### config.mk
export PLATFORM = sky130hd
export DESIGN_NAME = rectangle_pixel_generator_flat
export DESIGN_NICKNAME = d
export VERILOG_FILES = /design/src/design/rpg_pkg.sv /design/src/design/rpg_if.sv /design/src/design/rpg_front.sv /design/src/design/rpg_queue.sv /design/src/design/rpg_back.sv /design/src/design/rectangle_pixel_generator.sv /design/src/flat_wrapper.sv
export SDC_FILE = /design/constraint.sdc
export NUM_CORES = 2
export LEC_CHECK = 0
export BUFFER_PORTS_ARGS = -buffer_cell sky130_fd_sc_hd__buf_4
export CORE_ASPECT_RATIO = 2
export CORE_MARGIN = 5
export CORE_UTILIZATION = 55
export CTS_CLUSTER_SIZE = 25
export DETAILED_ROUTE_END_ITERATION = 6
export PLACE_DENSITY = 0.75
export SYNTH_ARGS = -nofsm -noshare
export SYNTH_HDL_FRONTEND = slang
export SYNTH_SLANG_ARGS = --single-unit
### constraint.sdc
create_clock -name i_clk -period 6.95 [get_ports i_clk]
set_input_delay 0.695 -clock i_clk [delete_from_list [all_inputs] [get_ports i_clk]]
set_output_delay 0.695 -clock i_clk [all_outputs]
set_load 0.02 [all_outputs]
### src/design/rpg_pkg.sv
package rpg_pkg;

    localparam int VAL_W      = 16;
    localparam int OFF_W      = 24;
    localparam int XRES_W     = 12;
    localparam int YRES_W     = 12;
    localparam int STRIDE_W   = 13;
    localparam int BOUND_W    = XRES_W + YRES_W;
    localparam int CFG_IDX_W  = 2;
    localparam int CFG_DATA_W = 13;

    localparam logic [CFG_IDX_W-1:0] CFG_X_RES  = 2'd0;
    localparam logic [CFG_IDX_W-1:0] CFG_Y_RES  = 2'd1;
    localparam logic [CFG_IDX_W-1:0] CFG_STRIDE = 2'd2;

    localparam logic [XRES_W-1:0]   X_RES_RST  = 12'd640;
    localparam logic [YRES_W-1:0]   Y_RES_RST  = 12'd480;
    localparam logic [STRIDE_W-1:0] STRIDE_RST = 13'd640;

    localparam logic FUNC_LOAD = 1'b0;
    localparam logic FUNC_STEP = 1'b1;

    typedef struct packed {
        logic pix;
        logic last;
        logic idle;
    } t_flags;

    localparam int FLAGS_W = $bits(t_flags);

endpackage

### src/design/rpg_if.sv
interface rpg_in_if #(parameter int COORD_BITS = 12);
    logic                         valid;
    logic                         ready;
    logic                         func;
    logic signed [COORD_BITS-1:0] corner_x;
    logic signed [COORD_BITS-1:0] corner_y;
    logic signed [COORD_BITS-1:0] rect_width;
    logic signed [COORD_BITS-1:0] rect_height;
    logic [15:0]                  fill_colour;
    logic                         filled;

    modport source (
        output valid, func, corner_x, corner_y, rect_width, rect_height, fill_colour, filled,
        input  ready
    );
    modport sink (
        input  valid, func, corner_x, corner_y, rect_width, rect_height, fill_colour, filled,
        output ready
    );
endinterface

interface rpg_out_if;
    logic        valid;
    logic        ready;
    logic        write_enable;
    logic [23:0] pixel_offset;
    logic [15:0] pixel_value;
    logic        last_pixel;
    logic        idle;

    modport source (
        output valid, write_enable, pixel_offset, pixel_value, last_pixel, idle,
        input  ready
    );
    modport sink (
        input  valid, write_enable, pixel_offset, pixel_value, last_pixel, idle,
        output ready
    );
endinterface

### src/design/rpg_front.sv
module rpg_front
    import rpg_pkg::*;
#(
    parameter int COORD_BITS = 12
) (
    input  logic                           i_clk,
    input  logic                           i_rst_n,
    rpg_in_if.sink                         i_cmd,
    input  logic                           i_full,
    output logic                           o_push,
    output t_flags                         o_flags,
    output logic [VAL_W-1:0]               o_colour,
    output logic signed [COORD_BITS+1:0]   o_x,
    output logic signed [COORD_BITS+1:0]   o_y
);

    localparam int CW = COORD_BITS;
    localparam int XW = COORD_BITS + 2;

    typedef enum logic [3:0] {
        EDGE_TOP    = 4'b0001,
        EDGE_LEFT   = 4'b0010,
        EDGE_RIGHT  = 4'b0100,
        EDGE_BOTTOM = 4'b1000
    } t_edge;

    logic                 r_active, n_active;
    logic signed [CW-1:0] r_ox, n_ox;
    logic signed [CW-1:0] r_oy, n_oy;
    logic signed [CW-1:0] r_w, n_w;
    logic signed [CW-1:0] r_h, n_h;
    logic [VAL_W-1:0]     r_colour, n_colour;
    logic                 r_filled, n_filled;
    t_edge                r_edge, n_edge;
    logic [CW-1:0]        r_outer, n_outer;
    logic [CW-1:0]        r_inner, n_inner;

    logic signed [XW-1:0] ox_e, oy_e, w_e, h_e, ic_e, oc_e, inner_len;
    logic                 inner_end, outer_end, load_nonempty;

    assign ox_e = XW'(r_ox);
    assign oy_e = XW'(r_oy);
    assign w_e  = XW'(r_w);
    assign h_e  = XW'(r_h);
    assign ic_e = $signed({2'b00, r_inner});
    assign oc_e = $signed({2'b00, r_outer});

    assign inner_len = (r_filled || r_edge == EDGE_LEFT || r_edge == EDGE_RIGHT) ? h_e : w_e;
    assign inner_end = ic_e >= inner_len - XW'(1);
    assign outer_end = r_filled ? (oc_e >= w_e - XW'(1)) : (r_edge == EDGE_BOTTOM);
    assign load_nonempty = (i_cmd.rect_width > 0) && (i_cmd.rect_height > 0);

    assign i_cmd.ready = !i_full;
    assign o_push      = i_cmd.valid && !i_full;

    always_comb begin
        o_x = ox_e + ic_e;
        o_y = oy_e;
        if (r_filled) begin
            o_x = ox_e + oc_e;
            o_y = oy_e + ic_e;
        end else begin
            case (r_edge)
                EDGE_TOP: begin
                    o_x = ox_e + ic_e;
                    o_y = oy_e;
                end
                EDGE_LEFT: begin
                    o_x = ox_e;
                    o_y = oy_e + ic_e;
                end
                EDGE_RIGHT: begin
                    o_x = ox_e + w_e - XW'(1);
                    o_y = oy_e + ic_e;
                end
                default: begin
                    o_x = ox_e + ic_e;
                    o_y = oy_e + h_e - XW'(1);
                end
            endcase
        end
    end

    always_comb begin
        n_active = r_active;
        n_ox     = r_ox;
        n_oy     = r_oy;
        n_w      = r_w;
        n_h      = r_h;
        n_colour = r_colour;
        n_filled = r_filled;
        n_edge   = r_edge;
        n_outer  = r_outer;
        n_inner  = r_inner;
        o_flags  = '{pix: 1'b0, last: 1'b0, idle: !r_active};
        o_colour = r_colour;
        if (i_cmd.func == FUNC_LOAD) begin
            n_ox     = i_cmd.corner_x;
            n_oy     = i_cmd.corner_y;
            n_w      = i_cmd.rect_width;
            n_h      = i_cmd.rect_height;
            n_colour = i_cmd.fill_colour;
            n_filled = i_cmd.filled;
            n_edge   = EDGE_TOP;
            n_outer  = '0;
            n_inner  = '0;
            n_active = load_nonempty;
            o_flags  = '{pix: 1'b0, last: 1'b0, idle: !load_nonempty};
        end else if (r_active) begin
            if (inner_end) begin
                n_inner = '0;
                if (outer_end) begin
                    n_active = 1'b0;
                end else if (r_filled) begin
                    n_outer = r_outer + CW'(1);
                end else begin
                    case (r_edge)
                        EDGE_TOP:   n_edge = EDGE_LEFT;
                        EDGE_LEFT:  n_edge = EDGE_RIGHT;
                        default:    n_edge = EDGE_BOTTOM;
                    endcase
                end
            end else begin
                n_inner = r_inner + CW'(1);
            end
            o_flags = '{pix: 1'b1, last: inner_end && outer_end, idle: inner_end && outer_end};
        end
    end

    always_ff @(posedge i_clk) begin
        if (!i_rst_n) begin
            r_active <= 1'b0;
            r_ox     <= '0;
            r_oy     <= '0;
            r_w      <= '0;
            r_h      <= '0;
            r_colour <= '0;
            r_filled <= 1'b0;
            r_edge   <= EDGE_TOP;
            r_outer  <= '0;
            r_inner  <= '0;
        end else if (o_push) begin
            r_active <= n_active;
            r_ox     <= n_ox;
            r_oy     <= n_oy;
            r_w      <= n_w;
            r_h      <= n_h;
            r_colour <= n_colour;
            r_filled <= n_filled;
            r_edge   <= n_edge;
            r_outer  <= n_outer;
            r_inner  <= n_inner;
        end
    end

    a_last_clears_active: assert property (@(posedge i_clk) disable iff (!i_rst_n)
        o_push && o_flags.last |=> !r_active)
        else $error("active still set after last pixel");

    a_active_span_positive: assert property (@(posedge i_clk) disable iff (!i_rst_n)
        r_active |-> (r_w > 0) && (r_h > 0))
        else $error("active with empty rectangle");

endmodule

### src/design/rpg_queue.sv
module rpg_queue #(
    parameter int WIDTH = 48,
    parameter int DEPTH = 4
) (
    input  logic             i_clk,
    input  logic             i_rst_n,
    input  logic             i_push,
    input  logic [WIDTH-1:0] i_data,
    output logic             o_full,
    input  logic             i_pop,
    output logic             o_valid,
    output logic [WIDTH-1:0] o_data
);

    localparam int PW = $clog2(DEPTH);
    localparam int CNTW = $clog2(DEPTH + 1);

    logic [WIDTH-1:0] r_mem [DEPTH];
    logic [PW-1:0]    r_wptr, n_wptr;
    logic [PW-1:0]    r_rptr, n_rptr;
    logic [CNTW-1:0]  r_count, n_count;

    assign o_full  = r_count == CNTW'(DEPTH);
    assign o_valid = r_count != '0;
    assign o_data  = r_mem[r_rptr];

    always_comb begin
        n_wptr  = r_wptr;
        n_rptr  = r_rptr;
        n_count = r_count;
        if (i_push) begin
            n_wptr = (r_wptr == PW'(DEPTH - 1)) ? '0 : r_wptr + PW'(1);
        end
        if (i_pop) begin
            n_rptr = (r_rptr == PW'(DEPTH - 1)) ? '0 : r_rptr + PW'(1);
        end
        if (i_push && !i_pop) begin
            n_count = r_count + CNTW'(1);
        end else if (!i_push && i_pop) begin
            n_count = r_count - CNTW'(1);
        end
    end

    always_ff @(posedge i_clk) begin
        if (!i_rst_n) begin
            r_wptr  <= '0;
            r_rptr  <= '0;
            r_count <= '0;
        end else begin
            r_wptr  <= n_wptr;
            r_rptr  <= n_rptr;
            r_count <= n_count;
        end
    end

    always_ff @(posedge i_clk) begin
        if (i_push) begin
            r_mem[r_wptr] <= i_data;
        end
    end

    a_no_overflow: assert property (@(posedge i_clk) disable iff (!i_rst_n)
        !(i_push && o_full))
        else $error("push into full queue");

    a_no_underflow: assert property (@(posedge i_clk) disable iff (!i_rst_n)
        i_pop |-> o_valid)
        else $error("pop from empty queue");

endmodule

### src/design/rpg_back.sv
module rpg_back
    import rpg_pkg::*;
#(
    parameter int COORD_BITS = 12
) (
    input  logic                         i_clk,
    input  logic                         i_rst_n,
    input  logic                         i_cfg_we,
    input  logic [CFG_IDX_W-1:0]         i_cfg_idx,
    input  logic [CFG_DATA_W-1:0]        i_cfg_data,
    input  logic                         i_valid,
    output logic                         o_pop,
    input  t_flags                       i_flags,
    input  logic [VAL_W-1:0]             i_colour,
    input  logic signed [COORD_BITS+1:0] i_x,
    input  logic signed [COORD_BITS+1:0] i_y,
    rpg_out_if.source                    o_pix
);

    localparam int XW = COORD_BITS + 2;
    localparam int PW = XW + STRIDE_W + 1;
    localparam int SW = PW + 1;

    logic [XRES_W-1:0]    r_xres;
    logic [YRES_W-1:0]    r_yres;
    logic [STRIDE_W-1:0]  r_stride;
    logic [BOUND_W-1:0]   r_bound;

    logic                 adv;
    logic                 r_a_valid;
    t_flags               r_a_flags;
    logic [VAL_W-1:0]     r_a_colour;
    logic signed [XW-1:0] r_a_x;
    logic signed [PW-1:0] r_a_prod, n_a_prod;

    logic                 r_out_valid;
    logic                 r_we;
    logic [OFF_W-1:0]     r_off;
    logic [VAL_W-1:0]     r_val;
    logic                 r_last;
    logic                 r_idle;

    logic signed [SW-1:0] sum, bound_e;
    logic                 in_bounds;

    always_ff @(posedge i_clk) begin
        if (!i_rst_n) begin
            r_xres   <= X_RES_RST;
            r_yres   <= Y_RES_RST;
            r_stride <= STRIDE_RST;
        end else if (i_cfg_we) begin
            case (i_cfg_idx)
                CFG_X_RES:  r_xres   <= i_cfg_data[XRES_W-1:0];
                CFG_Y_RES:  r_yres   <= i_cfg_data[YRES_W-1:0];
                CFG_STRIDE: r_stride <= i_cfg_data[STRIDE_W-1:0];
                default: ;
            endcase
        end
    end

    always_ff @(posedge i_clk) begin
        r_bound <= BOUND_W'(r_xres) * BOUND_W'(r_yres);
    end

    assign adv   = !r_out_valid || o_pix.ready;
    assign o_pop = adv && i_valid;

    assign n_a_prod = PW'(i_y) * PW'($signed({1'b0, r_stride}));

    always_ff @(posedge i_clk) begin
        if (!i_rst_n) begin
            r_a_valid <= 1'b0;
        end else if (adv) begin
            r_a_valid <= i_valid;
        end
    end

    always_ff @(posedge i_clk) begin
        if (adv) begin
            r_a_flags  <= i_flags;
            r_a_colour <= i_colour;
            r_a_x      <= i_x;
            r_a_prod   <= n_a_prod;
        end
    end

    assign sum       = SW'(r_a_prod) + SW'(r_a_x);
    assign bound_e   = $signed(SW'(r_bound));
    assign in_bounds = !sum[SW-1] && (sum < bound_e);

    always_ff @(posedge i_clk) begin
        if (!i_rst_n) begin
            r_out_valid <= 1'b0;
        end else if (adv) begin
            r_out_valid <= r_a_valid;
        end
    end

    always_ff @(posedge i_clk) begin
        if (adv) begin
            r_we   <= r_a_flags.pix && in_bounds;
            r_off  <= (r_a_flags.pix && in_bounds) ? sum[OFF_W-1:0] : '0;
            r_val  <= r_a_flags.pix ? r_a_colour : '0;
            r_last <= r_a_flags.last;
            r_idle <= r_a_flags.idle;
        end
    end

    assign o_pix.valid        = r_out_valid;
    assign o_pix.write_enable = r_we;
    assign o_pix.pixel_offset = r_off;
    assign o_pix.pixel_value  = r_val;
    assign o_pix.last_pixel   = r_last;
    assign o_pix.idle         = r_idle;

    a_off_zero_when_masked: assert property (@(posedge i_clk) disable iff (!i_rst_n)
        r_out_valid && !r_we |-> r_off == '0)
        else $error("offset set on a disabled write");

    a_last_is_idle: assert property (@(posedge i_clk) disable iff (!i_rst_n)
        r_out_valid && r_last |-> r_idle)
        else $error("last pixel without idle");

endmodule

### src/design/rectangle_pixel_generator.sv
// Rectangle pixel generator.
// i_cmd carries command transfers: func LOAD latches a rectangle (corner, size,
// colour, filled/outline); func STEP produces the next pixel of that shape.
// Every command transfer yields exactly one transfer on o_pix: write_enable,
// pixel_offset (y * stride + x), pixel_value, last_pixel and idle.
// Configuration (x resolution, y resolution, line stride) is written through
// i_cfg_we / i_cfg_idx / i_cfg_data; the user must write it only while no
// command is in flight, as the block itself does not enforce this.
// Throughput: one command per cycle, sustained while o_pix is not stalled. Each
// result goes via the queue slot, stride multiply and add/bounds stages to o_pix.
// A queue of QUEUE_DEPTH entries sits between command decode and the pixel
// address pipeline; when o_pix is stalled the pipeline holds and the queue
// fills, and i_cmd.ready drops only once the queue is full.
// Reset (synchronous, active low) clears the rectangle, empties the queue
// and pipeline, and restores 640 x 480 with a stride of 640.
module rectangle_pixel_generator
    import rpg_pkg::*;
#(
    parameter int COORD_BITS  = 12,
    parameter int QUEUE_DEPTH = 4
) (
    input  logic                  i_clk,
    input  logic                  i_rst_n,
    input  logic                  i_cfg_we,
    input  logic [CFG_IDX_W-1:0]  i_cfg_idx,
    input  logic [CFG_DATA_W-1:0] i_cfg_data,
    rpg_in_if.sink                i_cmd,
    rpg_out_if.source             o_pix
);

    localparam int XW = COORD_BITS + 2;
    localparam int QW = FLAGS_W + VAL_W + 2 * XW;

    logic                 push, full, pop, q_valid;
    t_flags               f_flags, q_flags;
    logic [VAL_W-1:0]     f_colour, q_colour;
    logic signed [XW-1:0] f_x, f_y, q_x, q_y;
    logic [QW-1:0]        q_in, q_out;

    rpg_front #(.COORD_BITS(COORD_BITS)) u_front (
        .i_clk    (i_clk),
        .i_rst_n  (i_rst_n),
        .i_cmd    (i_cmd),
        .i_full   (full),
        .o_push   (push),
        .o_flags  (f_flags),
        .o_colour (f_colour),
        .o_x      (f_x),
        .o_y      (f_y)
    );

    assign q_in = {f_flags, f_colour, f_x, f_y};

    rpg_queue #(.WIDTH(QW), .DEPTH(QUEUE_DEPTH)) u_queue (
        .i_clk   (i_clk),
        .i_rst_n (i_rst_n),
        .i_push  (push),
        .i_data  (q_in),
        .o_full  (full),
        .i_pop   (pop),
        .o_valid (q_valid),
        .o_data  (q_out)
    );

    assign {q_flags, q_colour, q_x, q_y} = q_out;

    rpg_back #(.COORD_BITS(COORD_BITS)) u_back (
        .i_clk      (i_clk),
        .i_rst_n    (i_rst_n),
        .i_cfg_we   (i_cfg_we),
        .i_cfg_idx  (i_cfg_idx),
        .i_cfg_data (i_cfg_data),
        .i_valid    (q_valid),
        .o_pop      (pop),
        .i_flags    (q_flags),
        .i_colour   (q_colour),
        .i_x        (q_x),
        .i_y        (q_y),
        .o_pix      (o_pix)
    );

endmodule

### src/flat_wrapper.sv
// flat-port wrapper written by rule: the top's interface ports become plain ports
module rectangle_pixel_generator_flat import rpg_pkg::*;
#(
    parameter int COORD_BITS  = 12,
    parameter int QUEUE_DEPTH = 4
)
  (i_clk, i_rst_n, i_cfg_we, i_cfg_idx, i_cfg_data, i_cmd_valid, i_cmd_func, i_cmd_corner_x, i_cmd_corner_y, i_cmd_rect_width, i_cmd_rect_height, i_cmd_fill_colour, i_cmd_filled, i_cmd_ready, o_pix_valid, o_pix_write_enable, o_pix_pixel_offset, o_pix_pixel_value, o_pix_last_pixel, o_pix_idle, o_pix_ready);
  rpg_in_if #(.COORD_BITS(COORD_BITS)) i_cmd_i ();
  rpg_out_if o_pix_i ();
  input  logic i_clk;
  input  logic i_rst_n;
  input  logic i_cfg_we;
  input  logic [CFG_IDX_W-1:0] i_cfg_idx;
  input  logic [CFG_DATA_W-1:0] i_cfg_data;
  input wire logic [$bits(i_cmd_i.valid)-1:0] i_cmd_valid;
  input wire logic [$bits(i_cmd_i.func)-1:0] i_cmd_func;
  input wire logic [$bits(i_cmd_i.corner_x)-1:0] i_cmd_corner_x;
  input wire logic [$bits(i_cmd_i.corner_y)-1:0] i_cmd_corner_y;
  input wire logic [$bits(i_cmd_i.rect_width)-1:0] i_cmd_rect_width;
  input wire logic [$bits(i_cmd_i.rect_height)-1:0] i_cmd_rect_height;
  input wire logic [$bits(i_cmd_i.fill_colour)-1:0] i_cmd_fill_colour;
  input wire logic [$bits(i_cmd_i.filled)-1:0] i_cmd_filled;
  output wire logic [$bits(i_cmd_i.ready)-1:0] i_cmd_ready;
  output wire logic [$bits(o_pix_i.valid)-1:0] o_pix_valid;
  output wire logic [$bits(o_pix_i.write_enable)-1:0] o_pix_write_enable;
  output wire logic [$bits(o_pix_i.pixel_offset)-1:0] o_pix_pixel_offset;
  output wire logic [$bits(o_pix_i.pixel_value)-1:0] o_pix_pixel_value;
  output wire logic [$bits(o_pix_i.last_pixel)-1:0] o_pix_last_pixel;
  output wire logic [$bits(o_pix_i.idle)-1:0] o_pix_idle;
  input wire logic [$bits(o_pix_i.ready)-1:0] o_pix_ready;
  assign i_cmd_i.valid = i_cmd_valid;
  assign i_cmd_i.func = i_cmd_func;
  assign i_cmd_i.corner_x = i_cmd_corner_x;
  assign i_cmd_i.corner_y = i_cmd_corner_y;
  assign i_cmd_i.rect_width = i_cmd_rect_width;
  assign i_cmd_i.rect_height = i_cmd_rect_height;
  assign i_cmd_i.fill_colour = i_cmd_fill_colour;
  assign i_cmd_i.filled = i_cmd_filled;
  assign i_cmd_ready = i_cmd_i.ready;
  assign o_pix_valid = o_pix_i.valid;
  assign o_pix_write_enable = o_pix_i.write_enable;
  assign o_pix_pixel_offset = o_pix_i.pixel_offset;
  assign o_pix_pixel_value = o_pix_i.pixel_value;
  assign o_pix_last_pixel = o_pix_i.last_pixel;
  assign o_pix_idle = o_pix_i.idle;
  assign o_pix_i.ready = o_pix_ready;
  rectangle_pixel_generator #(.COORD_BITS(COORD_BITS), .QUEUE_DEPTH(QUEUE_DEPTH)) u_core (.i_clk(i_clk), .i_rst_n(i_rst_n), .i_cfg_we(i_cfg_we), .i_cfg_idx(i_cfg_idx), .i_cfg_data(i_cfg_data), .i_cmd(i_cmd_i), .o_pix(o_pix_i));
endmodule
# Word level (Yosys, flattened, before mapping)
# Memories as Yosys holds them, arrays and structs flattened. A register that Yosys moved wholly into a read port is not among the register bits.
# Cells that the tools add are included.
[classes] n_eq_ne=14 order_cmp=5 n_mux=34 add_sub_neg=16 bitwise_logic=1 multipliers=2 reduce_logical=29
[ops] operator="12-bit two-way mux" count=8
[ops] operator="14-bit case mux with 2 select lines" count=2
[ops] operator="12-bit by 13-bit adder with 14-bit output" count=3
[ops] operator="14-bit two-way mux" count=3
[ops] operator="28-bit by 14-bit adder with 29-bit output" count=1
[ops] operator="29-bit by 25-bit less-than comparator with 1-bit output" count=1
[ops] operator="14-bit by 14-bit multiplier with 28-bit output" count=1
[ops] operator="13-bit by 2-bit subtractor with 14-bit output (second input constant)" count=2
[ops] operator="12-bit by 12-bit adder with 13-bit output" count=2
[ops] operator="12-bit by 1-bit adder with 12-bit output (second input constant)" count=2
[ops] operator="12-bit by 1-bit greater-than comparator with 1-bit output (second input constant)" count=2
[ops] operator="12-bit by 12-bit multiplier with 24-bit output" count=1
[ops] operator="4-bit two-way mux" count=5
[ops] operator="13-bit by 14-bit greater-or-equal comparator with 1-bit output" count=1
[ops] operator="14-bit by 2-bit subtractor with 14-bit output (second input constant)" count=1
[ops] operator="13-bit greater-or-equal comparator" count=1
[ops] operator="12-bit by 2-bit subtractor with 13-bit output (second input constant)" count=1
[ops] operator="3-bit two-way mux" count=4
[ops] operator="2-bit AND reduction" count=5
[ops] operator="5-bit AND reduction" count=2
[ops] operator="1-bit logical AND" count=8
[ops] operator="2-bit two-way mux" count=4
[ops] operator="4-bit case mux with 2 select lines" count=1
[ops] operator="1-bit zero test" count=7
[ops] operator="other kinds (19)" count=33
[totals] n_memories=1 elab_cells=132 out_inout_bits=45 register_bits=268 ramBits=188
[memory_table] name="u_core.u_queue.r_mem" depth=4 word_bits=47 rd=1 rd_clocked_by_memory_dff=1 wr=1 line="rpg_queue.sv:18" rtl="logic [WIDTH-1:0] r_mem [DEPTH];"

# Depth between registers and ports, before layout
[logic_depth] depth_word=9 ltp_mapped=27 mapped_depth_nobuf=24

# By module
# A second synthesis with hierarchy kept.
[unflattened] cells_unflattened=3463 area_unflattened_um2=35457.8
[modules_own_cells] module="rpg_back" n_inst=1 cells_each=2015 area_per_inst_um2=19563.8
[modules_own_cells] module="rpg_front" n_inst=1 cells_each=1159 area_per_inst_um2=8628.3
[modules_own_cells] module="rpg_queue" n_inst=1 cells_each=289 area_per_inst_um2=7265.7

# Worst setup path before layout
# OpenSTA, ideal clock, no wires.
[synth_timing] kind="flip-flop to flip-flop" start="register (tool-made name)" end="register u_core.u_back.r_a_prod[27], data pin" slack_ps=-291 t_required_ps=6783 arrival_ps=7074 stages_incl_launch_ff=27 period_less_slack_ps=7241 path_cell_list="dfxtp_1 > buf_1 > buf_2 > mux4_2 > and2_1 > fa_1 > inv_1 > fa_1 > inv_1 > fa_1 > inv_1 > fa_1 > inv_1 > fa_1 > inv_1 > fa_1 > inv_1 > ha_1 > nand3_1 > nor3_1 > a21oi_1 > a21oi_1 > a221o_1 > a41o_1 > or4_1 > and3_1 > a211oi_1"
[synth_rtl] item="to (signal assigned)" line="rpg_back.sv:83" rtl="r_a_prod <= n_a_prod;"
[synth_rtl] item="to (decl)" line="rpg_back.sv:34" rtl="logic signed [PW-1:0] r_a_prod, n_a_prod;"

==> run_results.csv <==
group,metric,value,unit
outcome,outcome,"complete, no violations",
die,die_h,367,um
detailed_routing,dr.pass1.iters,5,
detailed_routing,vias_per_cell,5.63,
pwr,pwr-share-clk,14.5,%
detailed_routing,avgRoutedWirePerCell,19.3,um
die,io_pins,131,
timing,relSlewSlack,24.9,%
detailed_routing,dr_total_vias,24837,
synthesis,yosysTopAreaCell,"edfxtp_1",
timing,fin_skew,29.0,ps
pwr,ir_drop,334,uV
setup_path,crit_arrival,7180,ps
pwr,intPower,9350,uW
global_route,overflow,0,
pwr,pwr-share-seq,24.1,%
timing,period_share,97.4,%
global_route,grt_pass1_vias,26224,
synthesis,syn-cell-area,35000,um2
setup_path,path_class,"flip-flop to flip-flop",
placed_design,port_buffers,130,
setup_path,cp-start-kind,"flip-flop",
clock_tree,clockBufferDepth,3,
timing,fin_ws,184,ps
synthesis,synth_top_family_by_area,"adder cells",
detailed_routing,drt-initial-drc-count,1201,
pwr,power,16500,uW
global_route,grt_pass1_wl,136000,um
setup_path,worst_setup_path_end_kind,"flip-flop",
synthesis,syn_nets,4127,
synthesis,synth_seq_cells,458,
timing,worstMarginPinSlew,1120,ps
hold_path,min_from,"i_cfg_data[8]",
pwr,p_comb_share,61.3,%
synthesis,synth_compound_area_share,9.59,%
detailed_routing,drc_errors,0,
detailed_routing,wl,85100,um
placed_design,hpwl,67900,um
pwr,p_per_area,427,nW/um2
finish,fillers,5165,
timing,finalMaxSlewViolations,0,
run,maxCapViolCount,0,
placed_design,gp_congestion,0.967,
global_route,grt_max_degree,90,
timing,clock.fmax,148,MHz
synthesis,synthTopCellsByArea,"edfxtp_1, fa_1, ha_1, dfxtp_1, inv_1",
synthesis,seq_area_frac_synth,34.6,%
die,core_area,62900,um2
clock_tree,clock_latency,600,ps
global_route,antenna_found_initial,0,
timing,hold_viol,0,
global_route,grt_usage,24.7,%
synthesis,synthCells,3450,
clock_tree,cts_tree,"built",
die,start_util,55.6,%
synthesis,synthXorXnorAreaFrac,4.06,%
synthesis,yosys_warnings,0,
hold_path,hp-class,"input pin to flip-flop",
synthesis,ys.flop_type,"edfxtp_1",
clock_tree,htreeDepth,2,
pwr,switchingPower,7180,uW
finish,mostFrequentLayoutCells,"inv_1, nand2_1, ha_1",
die,row_count,130,
synthesis,synth_cell_type_count,87,
clock_tree,cts.clk_slew.worst_paths,70,ps
synthesis,synth.avg_cell_area,10.1,um2
finish,nNetsFinal,4262,
synthesis,synth_adder_area_share,27.3,%
die,dieArea,69100,um2
setup_path,cp_data_required_time,7370,ps
die,fp.dieW,188,um
synthesis,synthSimpleGateAreaFrac,14.0,%
pwr,p_leak,0.0172,uW
synthesis,synth_edf_count,292,
pwr,switching_share,43.4,%
timing,fin_crit,6770,ps
synthesis,synth_top_area_share,25.1,%
setup_path,crit_fanout,6,
timing,setup_violations,0,
clock_tree,cts_made_buffers,43,
finish,final_common_cell,"inv_1",
synthesis,async_flop_share,0,%
clock_tree,cts_num_sinks,458,
finish,diodes,0,
placed_design,place_ws,-15.0,ps
clock_tree,cts-hold-fix-buffers,0,
detailed_routing,ant_nets,0,
synthesis,synth.area.mux_share,3.28,%
clock_tree,cts-root-buf,"clkbuf_16",
finish,syn_to_final_growth,10.7,%
finish,drive_gt1_share,11.7,%
[through the flow]
step	hold WS (ps)	utilization [%]	TNS, ps	instances	cell area, um2
after global routing	335	61.5	-67.4	4412	38700
after CTS	324	61.0	0	4397	38400
after floorplan	400	-	0	3450	35000
after detailed placement	412	58.7	-15.0	4316	37000
final	348	61.5	0	4412	38700
after global placement	401	58.7	0	4316	37000
[repair_timing]
item / CTS / global route
buffers inserted: 1 / 14
setup endpoints to repair: 1 / 5
gates cloned: 0 / 1
pin swaps: 1 / 21
gates resized for setup: 2 / 37
[routing by layer]
layer	wire [um]	track usage [%]	vias up
li1	-	-	11703
met1	27600	23.6	12173
met2	48100	48.9	632
met3	2710	2.42	329
met4	6710	15.8	0
met5	0	0	-
[power groups by stage]
stage	sequential [uW]	combinational [uW]	clock, uW
floorplan	4020	7070	0
CTS	4000	9660	2450
finish	3990	10100	2400
global placement	4030	9320	0
global route	4040	11400	2560
detailed placement	4050	9570	0
[path summary, 6_finish.rpt]
path | cells past startpoint | slack, ps | end
setup reg to reg | 23 | 180 | u_core.u_back.r_a_prod[27]
hold / removal | 3 | 350 | u_core.u_back.r_yres[8]
setup / recovery | 23 | 180 | u_core.u_back.r_a_prod[27]
hold reg to reg | 0 | 450 | u_core.u_back.o_pix.idle
[cell usage after synthesis, types with 13 or more instances]
cell and number:
nand2_1 486, a31oi_1 20, a21o_1 41, edfxtp_1 292
and2_1 162, clkbuf_1 106, xnor2_1 119, o21a_1 17
nand2b_1 18, nor2_1 127, a22oi_1 14, fa_1 287
inv_1 531, nand3_1 51, o21ai_0 70, ha_1 304
a21boi_0 107, nor3_1 49, mux4_2 47, xor2_1 43
and3_1 17, a21oi_1 117, nor2_2 20, nor2b_1 31
dfxtp_1 166, o21bai_1 13, o22ai_1 15
[critical path, cell delays in order (launching register included)]
cell and delay (ps):
dfxtp_4 420, buf_12 150, mux4_2 580, and2_4 200, fa_1 530, inv_1 60, fa_1 470, inv_1 50
fa_1 570, fa_1 440, fa_1 490, inv_1 50, fa_1 510, inv_1 70, ha_4 170, a21oi_2 180
nand2_2 90, nor2_2 140, a21oi_2 100, a221o_1 360, a41o_1 240, or4_1 420, and3_1 170, a211oi_2 140
[sequential cells by signal, summed over array words and instances (netlist names), 4 cells and up, named ones only]
register and cells:
u_core.u_front.r_w 12, u_core.u_front.r_inner 12, u_core.u_back.r_bound 24, u_core.u_front.r_oy 12, u_core.u_back.r_xres 12, u_core.u_back.r_stride 13, u_core.u_back.r_a_prod 28, u_core.u_queue.r_mem 188
u_core.u_back.r_a_colour 16, u_core.u_back.r_yres 12, u_core.u_front.r_ox 12, u_core.u_front.o_colour 16, u_core.u_front.r_edge 4, u_core.u_front.r_h 12, u_core.u_back.r_a_x 14, u_core.u_back.o_pix.pixel_offset 24
u_core.u_back.o_pix.pixel_value 16, u_core.u_front.r_outer 12
[area by class of cell]
type / instances / area [um2] / area share, %
multi-input combinational: 2340 / 20600 / 53.1
tap: 792 / 991 / 2.56
inverter: 532 / 2000 / 5.16
clock inverter: 30 / 304 / 0.785
timing repair buffer: 210 / 1620 / 4.18
clock buffer: 50 / 1150 / 2.96
sequential: 458 / 12100 / 31.2
[cells by family (layout without fill, tap and decap cells)]
kind of cell | count (synthesis) | in the layout
adder cells (fa/ha/maj) | 591 | 591
AND/OR/NAND/NOR | 1033 | 1033
flip-flops | 458 | 458
XOR/XNOR | 162 | 162
AO/OA/AOI/OAI | 498 | 498
multiplexers | 56 | 56
buffers and inverters | 652 | 822
No activity file was read; power rests on OpenSTA's default activity.
